--- src/design/apr_pkg.sv ---
`default_nettype none

package apr_pkg;

  localparam int BUFFER_BYTES_DEF = 65536;

  typedef enum logic [1:0] {
    CMD_REG_WRITE    = 2'd0,
    CMD_REG_READ     = 2'd1,
    CMD_SAMPLE_WRITE = 2'd2,
    CMD_PULL         = 2'd3
  } cmd_t;

  typedef enum logic [2:0] {
    IDX_RATE     = 3'd0,
    IDX_CHANNELS = 3'd1,
    IDX_SAMPLES  = 3'd2,
    IDX_SIZE     = 3'd3,
    IDX_INIT     = 3'd4,
    IDX_COUNT    = 3'd5
  } reg_idx_t;

  typedef struct packed {
    logic        wr_en;
    logic [15:0] wr_addr;
    logic [7:0]  wr_byte;
    logic        rd_en;
  } ring_ctl_t;

endpackage

`default_nettype wire

--- src/design/apr_regs.sv ---
`default_nettype none

module apr_regs import apr_pkg::*; #(
  parameter  int BUFFER_BYTES = BUFFER_BYTES_DEF,
  localparam int AW = $clog2(BUFFER_BYTES),
  localparam int CW = $clog2(BUFFER_BYTES + 1)
) (
  input  wire logic        clk,
  input  wire logic        rst,
  input  wire logic        accept,
  input  wire logic [1:0]  command,
  input  wire logic [2:0]  reg_index,
  input  wire logic [31:0] reg_data,
  input  wire logic [15:0] buf_addr,
  input  wire logic [7:0]  buf_byte,
  output ring_ctl_t        ring_ctl,
  output logic [AW-1:0]    rd_addr,
  output logic [31:0]      read_data,
  output logic             play_valid,
  output logic             count_overflow
);

  logic [31:0]   rate_word;
  logic [31:0]   channel_word;
  logic [31:0]   samples_word;
  logic [31:0]   init_word;
  logic          playing;
  logic [CW-1:0] pending_count;
  logic [AW-1:0] read_position;

  cmd_t          cmd;
  reg_idx_t      idx;
  logic [32:0]   count_sum;
  logic          count_sat;
  logic          count_wr;
  logic          pull_ok;
  logic [AW:0]   pos_inc;
  logic [AW-1:0] read_position_next;
  logic [31:0]   addr_ext;
  logic          addr_ok;
  logic [31:0]   reg_value;

  assign cmd       = cmd_t'(command);
  assign idx       = reg_idx_t'(reg_index);
  assign count_sum = 33'(pending_count) + 33'(reg_data);
  assign count_sat = count_sum > 33'(BUFFER_BYTES);
  assign count_wr  = (cmd == CMD_REG_WRITE) && (idx == IDX_COUNT);
  assign pull_ok   = (cmd == CMD_PULL) && playing && (pending_count != '0);
  assign pos_inc   = (AW+1)'(read_position) + (AW+1)'(1);
  assign read_position_next =
    (pos_inc == (AW+1)'(BUFFER_BYTES)) ? '0 : pos_inc[AW-1:0];
  assign addr_ext  = 32'(buf_addr);
  assign addr_ok   = addr_ext < 32'(BUFFER_BYTES);

  always_comb begin
    unique case (idx)
      IDX_RATE:     reg_value = rate_word;
      IDX_CHANNELS: reg_value = channel_word;
      IDX_SAMPLES:  reg_value = samples_word;
      IDX_SIZE:     reg_value = 32'(BUFFER_BYTES);
      IDX_INIT:     reg_value = init_word;
      IDX_COUNT:    reg_value = 32'(pending_count);
      default:      reg_value = '0;
    endcase
  end

  assign ring_ctl.wr_en   = accept && (cmd == CMD_SAMPLE_WRITE) && addr_ok;
  assign ring_ctl.wr_addr = buf_addr;
  assign ring_ctl.wr_byte = buf_byte;
  assign ring_ctl.rd_en   = accept && pull_ok;
  assign rd_addr          = read_position;

  always_ff @(posedge clk) begin
    if (rst) begin
      rate_word     <= '0;
      channel_word  <= '0;
      samples_word  <= '0;
      init_word     <= '0;
      playing       <= 1'b0;
      pending_count <= '0;
      read_position <= '0;
    end else if (accept) begin
      unique case (cmd)
        CMD_REG_WRITE: begin
          unique case (idx)
            IDX_RATE:     rate_word    <= reg_data;
            IDX_CHANNELS: channel_word <= reg_data;
            IDX_SAMPLES:  samples_word <= reg_data;
            IDX_INIT: begin
              init_word <= reg_data;
              if (reg_data == 32'd1) begin
                playing <= 1'b1;
              end
            end
            IDX_COUNT: begin
              pending_count <= count_sat ? CW'(BUFFER_BYTES) : count_sum[CW-1:0];
            end
            default: ;
          endcase
        end
        CMD_PULL: begin
          if (pull_ok) begin
            pending_count <= pending_count - CW'(1);
            read_position <= read_position_next;
          end
        end
        default: ;
      endcase
    end
  end

  always_ff @(posedge clk) begin
    if (accept) begin
      read_data      <= (cmd == CMD_REG_READ) ? reg_value : '0;
      play_valid     <= pull_ok;
      count_overflow <= count_wr && count_sat;
    end
  end

  a_count_bound: assert property (@(posedge clk) disable iff (rst)
    pending_count <= CW'(BUFFER_BYTES))
    else $error("pending count above buffer size");

  a_pos_bound: assert property (@(posedge clk) disable iff (rst)
    32'(read_position) < 32'(BUFFER_BYTES))
    else $error("play position outside buffer");

  a_pull_dec: assert property (@(posedge clk) disable iff (rst)
    accept && pull_ok |=> pending_count == $past(pending_count) - CW'(1))
    else $error("pull did not consume one pending byte");

  a_ovf_sat: assert property (@(posedge clk) disable iff (rst)
    accept && count_wr && count_sat |=>
      count_overflow && (pending_count == CW'(BUFFER_BYTES)))
    else $error("saturating count write not flagged");

  a_excl: assert property (@(posedge clk) disable iff (rst)
    accept |=> !(play_valid && count_overflow))
    else $error("pull and overflow flagged in one result");

endmodule

`default_nettype wire

--- config.mk ---
export PLATFORM = sky130hd
export DESIGN_NAME = apr_regs
export DESIGN_NICKNAME = d
export VERILOG_FILES = /design/src/design/apr_pkg.sv /design/src/design/apr_regs.sv
export SDC_FILE = /design/constraint.sdc
export NUM_CORES = 1
export LEC_CHECK = 0
export BUFFER_PORTS_ARGS = -buffer_cell sky130_fd_sc_hd__buf_2
export CAP_MARGIN = 0
export CORE_MARGIN = 4
export CORE_UTILIZATION = 23
export CTS_BUF_LIST = sky130_fd_sc_hd__clkbuf_2
export DETAILED_ROUTE_END_ITERATION = 16
export PLACE_DENSITY = 0.39
export SYNTH_ARGS = -nofsm -noshare
export SYNTH_HDL_FRONTEND = slang
export SYNTH_SLANG_ARGS = --single-unit
--- constraint.sdc ---
create_clock -name clk -period 3.1 [get_ports clk]
set_input_delay 0.31 -clock clk [delete_from_list [all_inputs] [get_ports clk]]
set_output_delay 0.31 -clock clk [all_outputs]
set_load 0.05 [all_outputs]
==> impl_metrics.csv <==
group,metric,value,unit
status,status,"complete, but fails checks",
status,violations,"negative setup slack",
grt,antenna_found_initial,1,
clock_network,clk_latency,1.02,ns
clock_network,cts_root_buffer,"clkbuf_2",
sta,max_slew.worst_pin.slew,0.804,ns
floorplan,dieHeight,221,µm
synthesis,seq_area_frac_synth,0.408,
floorplan,fp.dieArea,48900,µm²
routing,routed_wl,40.5,mm
sta,relSlewSlack,0.464,
setup_path,slowest_stage,"or4b_4",
setup_path,cp_num_buf_inv,3,
sta,final_hold_viol_count,0,
routing,drt_iter0_markers,616,
synthesis,syn_area,10400,µm²
grt,grt_pass1_wl,61.7,mm
floorplan,fp-row-count,77,
synthesis,async_flop_share,0,
grt,grt-ovfl-total,0,
sta,fin_crit_sh,1.07,
synthesis,yosysMostFrequentCell,"nand2_1",
sta,fin_worst_hold_slack,0.164,ns
routing,drt_pass1_iterations,5,
floorplan,core_region_area,44600,µm²
synthesis,synth_edf_count,34,
grt,grt_max_degree,71,
routing,vias,10500,
synthesis,synthesis.nets,1403,
synthesis,synth.area.top_cells,"dfxtp_1 (31%), nand2_1 (11%), edfxtp_1 (9.8%), a21oi_1 (9.2%), nor2_1 (3.6%)",
clock_network,cts_tree,"done",
setup_path,worstPathMaxFanout,6,
clock_network,max-clock-path-buffers,2,
cells_and_area,fin_nets,1664,
cells_and_area,fin_util,0.311,
pwr,p_leak,5.17,nW
job,drv_cap,0,
cells_and_area,fillCellCount,4795,
sta,setup_viol,12,
sta,setup_ws,-0.232,ns
placed_design,io_buffers,91,
cells_and_area,final_cell_count_no_fill,2187,
routing,drc,0,
sta,fin_setup_tns,-1.44,ns
synthesis,synth_common_cells,"nand2_1 (307), a21oi_1 (192), dfxtp_1 (162), nor2_1 (100), clkbuf_1 (74)",
synthesis,yosysWarnings,0,
routing,wl_per_cell,18.5,µm
clock_network,cts_buffers,17,
grt,grt_pass1_vias,10200,
pwr,ir_worst_vdd,0.234,mV
setup_path,path_common_cell,"buf_4",
setup_path,path_delay_family,"simple AND/OR/NAND/NOR gates",
clock_network,clock_sinks,196,
sta,final.min_clock_period,3.33,ns
sta,skew,0.0367,ns
grt,grt_use_total,0.162,
min_path,hold_path.class,"input pin to flip-flop",
clock_network,clk_pin_slew,0.29,ns
cells_and_area,area_growth,32.7,%
synthesis,synth_seq_cells,196,
cells_and_area,drive_above_1_share,0.269,
setup_path,path_cells,"ha_1, buf_4, nand3_1, nor2_1, buf_4, o211ai_1, mux2i_1, nand4_1, nand4b_1, nor4b_4, buf_4, or4b_4, a211oi_2",
floorplan,start_util,0.234,
synthesis,synth_ff_type,"dfxtp_1",
floorplan,dieWidth,221,µm
floorplan,io_pins,140,
synthesis,synth_top_area_frac,0.310,
synthesis,synth.distinct_cells,89,
routing,ant_nets,0,
setup_path,endpoint_kind,"flip-flop",
setup_path,worstPathRequired,4.03,ns
sta,timing.fmax,300,MHz
synthesis,synth_top_area_cell,"dfxtp_1",
setup_path,critPathMaxStageDelay,0.46,ns
clock_network,h-tree-depth,4,
setup_path,worstPathArrival,4.27,ns
placed_design,placedCellCount,2078,
sta,rsz0062_at_grt,"yes",
synthesis,syn_inst,1319,
setup_path,cp-start-kind,"flip-flop",
synthesis,avgSynthCellArea,7.92,µm²
placed_design,gp_congestion,0.890,
setup_path,critPathKind,"flip-flop to flip-flop",
setup_path,rrSetupSlack,-0.23,ns
routing,routed_via_density,4.78,
sta,drv_slew,0,
pwr,p_per_area,341,nW/µm²
placed_design,dp_hpwl,29.0,mm
layout make-up:
type	count	area [µm²]	share of cell area
inverters	15	68.8	0.00496
flip-flops and latches	196	4270	0.308
clock inverters	14	161	0.0116
diodes	2	5.00	0.000361
repair buffers	363	2720	0.196
clock buffers	18	90.1	0.00650
multi-input cells	987	5810	0.419
well taps	592	741	0.0534
layout by cell type (no fill, tap or decap), drive strengths merged, types with 6 or more instances in the layout:
cell | Yosys | layout
a221oi | 14 | 14
clkbuf | 75 | 18
inv | 14 | 22
a21oi | 194 | 194
nor2 | 100 | 100
or3 | 17 | 17
o21ai | 27 | 27
nand2 | 307 | 307
and2 | 7 | 7
nor2b | 10 | 10
nand4 | 20 | 20
a22oi | 32 | 32
o21a | 7 | 7
nor3 | 30 | 30
dfxtp | 162 | 162
dlygate4sd3 | 0 | 40
xor2 | 14 | 14
a21o | 11 | 11
o22ai | 6 | 6
ha | 19 | 19
xnor2 | 9 | 9
nor4 | 16 | 16
o31ai | 8 | 8
mux2i | 18 | 18
nand3 | 21 | 21
edfxtp | 34 | 34
a211oi | 6 | 6
buf | 46 | 323
through the flow:
| step | setup slack, ns | total power (W) | instance area (µm²) |
|---|---|---|---|
| after floorplan | 0.0197 | 0.00306 | 10500 |
| after global placement | -0.432 | 0.00327 | 12600 |
| after detailed placement | -0.526 | 0.00327 | 12600 |
| after CTS | -0.269 | 0.00480 | 13600 |
| after global routing | -0.398 | 0.00495 | 13900 |
| final | -0.232 | 0.00473 | 13900 |
metal layers:
layer,part of all wire,up-vias,wire length (µm),global-route usage
li1,-,5168,-,-
met1,0.48,5054,19400,0.218
met2,0.47,198,19200,0.268
met3,0.033,30,1340,0.0334
met4,0.014,0,572,0.0372
met5,0,-,0,0
path summary, 6_finish.rpt:
kind                                  startpoint                            end  depth (start not counted)
setup / recovery  pending_count[14]$_SDFFE_PP0P_  pending_count[1]$_SDFFE_PP0P_                         13
hold / removal                            accept           play_valid$_DFFE_PP_                          2
setup reg to reg  pending_count[14]$_SDFFE_PP0P_  pending_count[1]$_SDFFE_PP0P_                         13
hold reg to reg        rate_word[6]$_SDFFE_PP0P_      rate_word[6]$_SDFFE_PP0P_                          2
where the power goes:
part / switching, W / internal (W)
combinational: 0.000416 / 0.000246
clock: 0.00103 / 0.000404
sequential: 0.0000109 / 0.00263
sequential cells by signal (all words and copies together) (netlist names):
register        cells
pending_count      17
count_overflow      1
init_word          32
read_data          32
play_valid          1
rate_word          32
channel_word       32
playing             1
rd_addr            16
samples_word       32
logic make-up (layout without fill, tap and decap cells):
family          after synthesis  count (layout)  share of synthesized area
xor+xnor                     23              23                     0.0193
other cells                   0               2                          0
buf+inv                     136             410                     0.0613
mux                          20              20                     0.0216
compound gates              355             355                      0.216
fa+ha+maj                    20              20                     0.0247
simple gates                569             569                      0.249
flops                       196             196                      0.408
what timing repair did:
action,in CTS,in global routing
setup buffers,26,12
hold buffers,40,0
setup endpoints to repair,19,20
hold endpoints to repair,210,0
cloned,0,0
pin swaps,12,27
gates resized for setup,36,38
(Power assumes the default switching activity.)
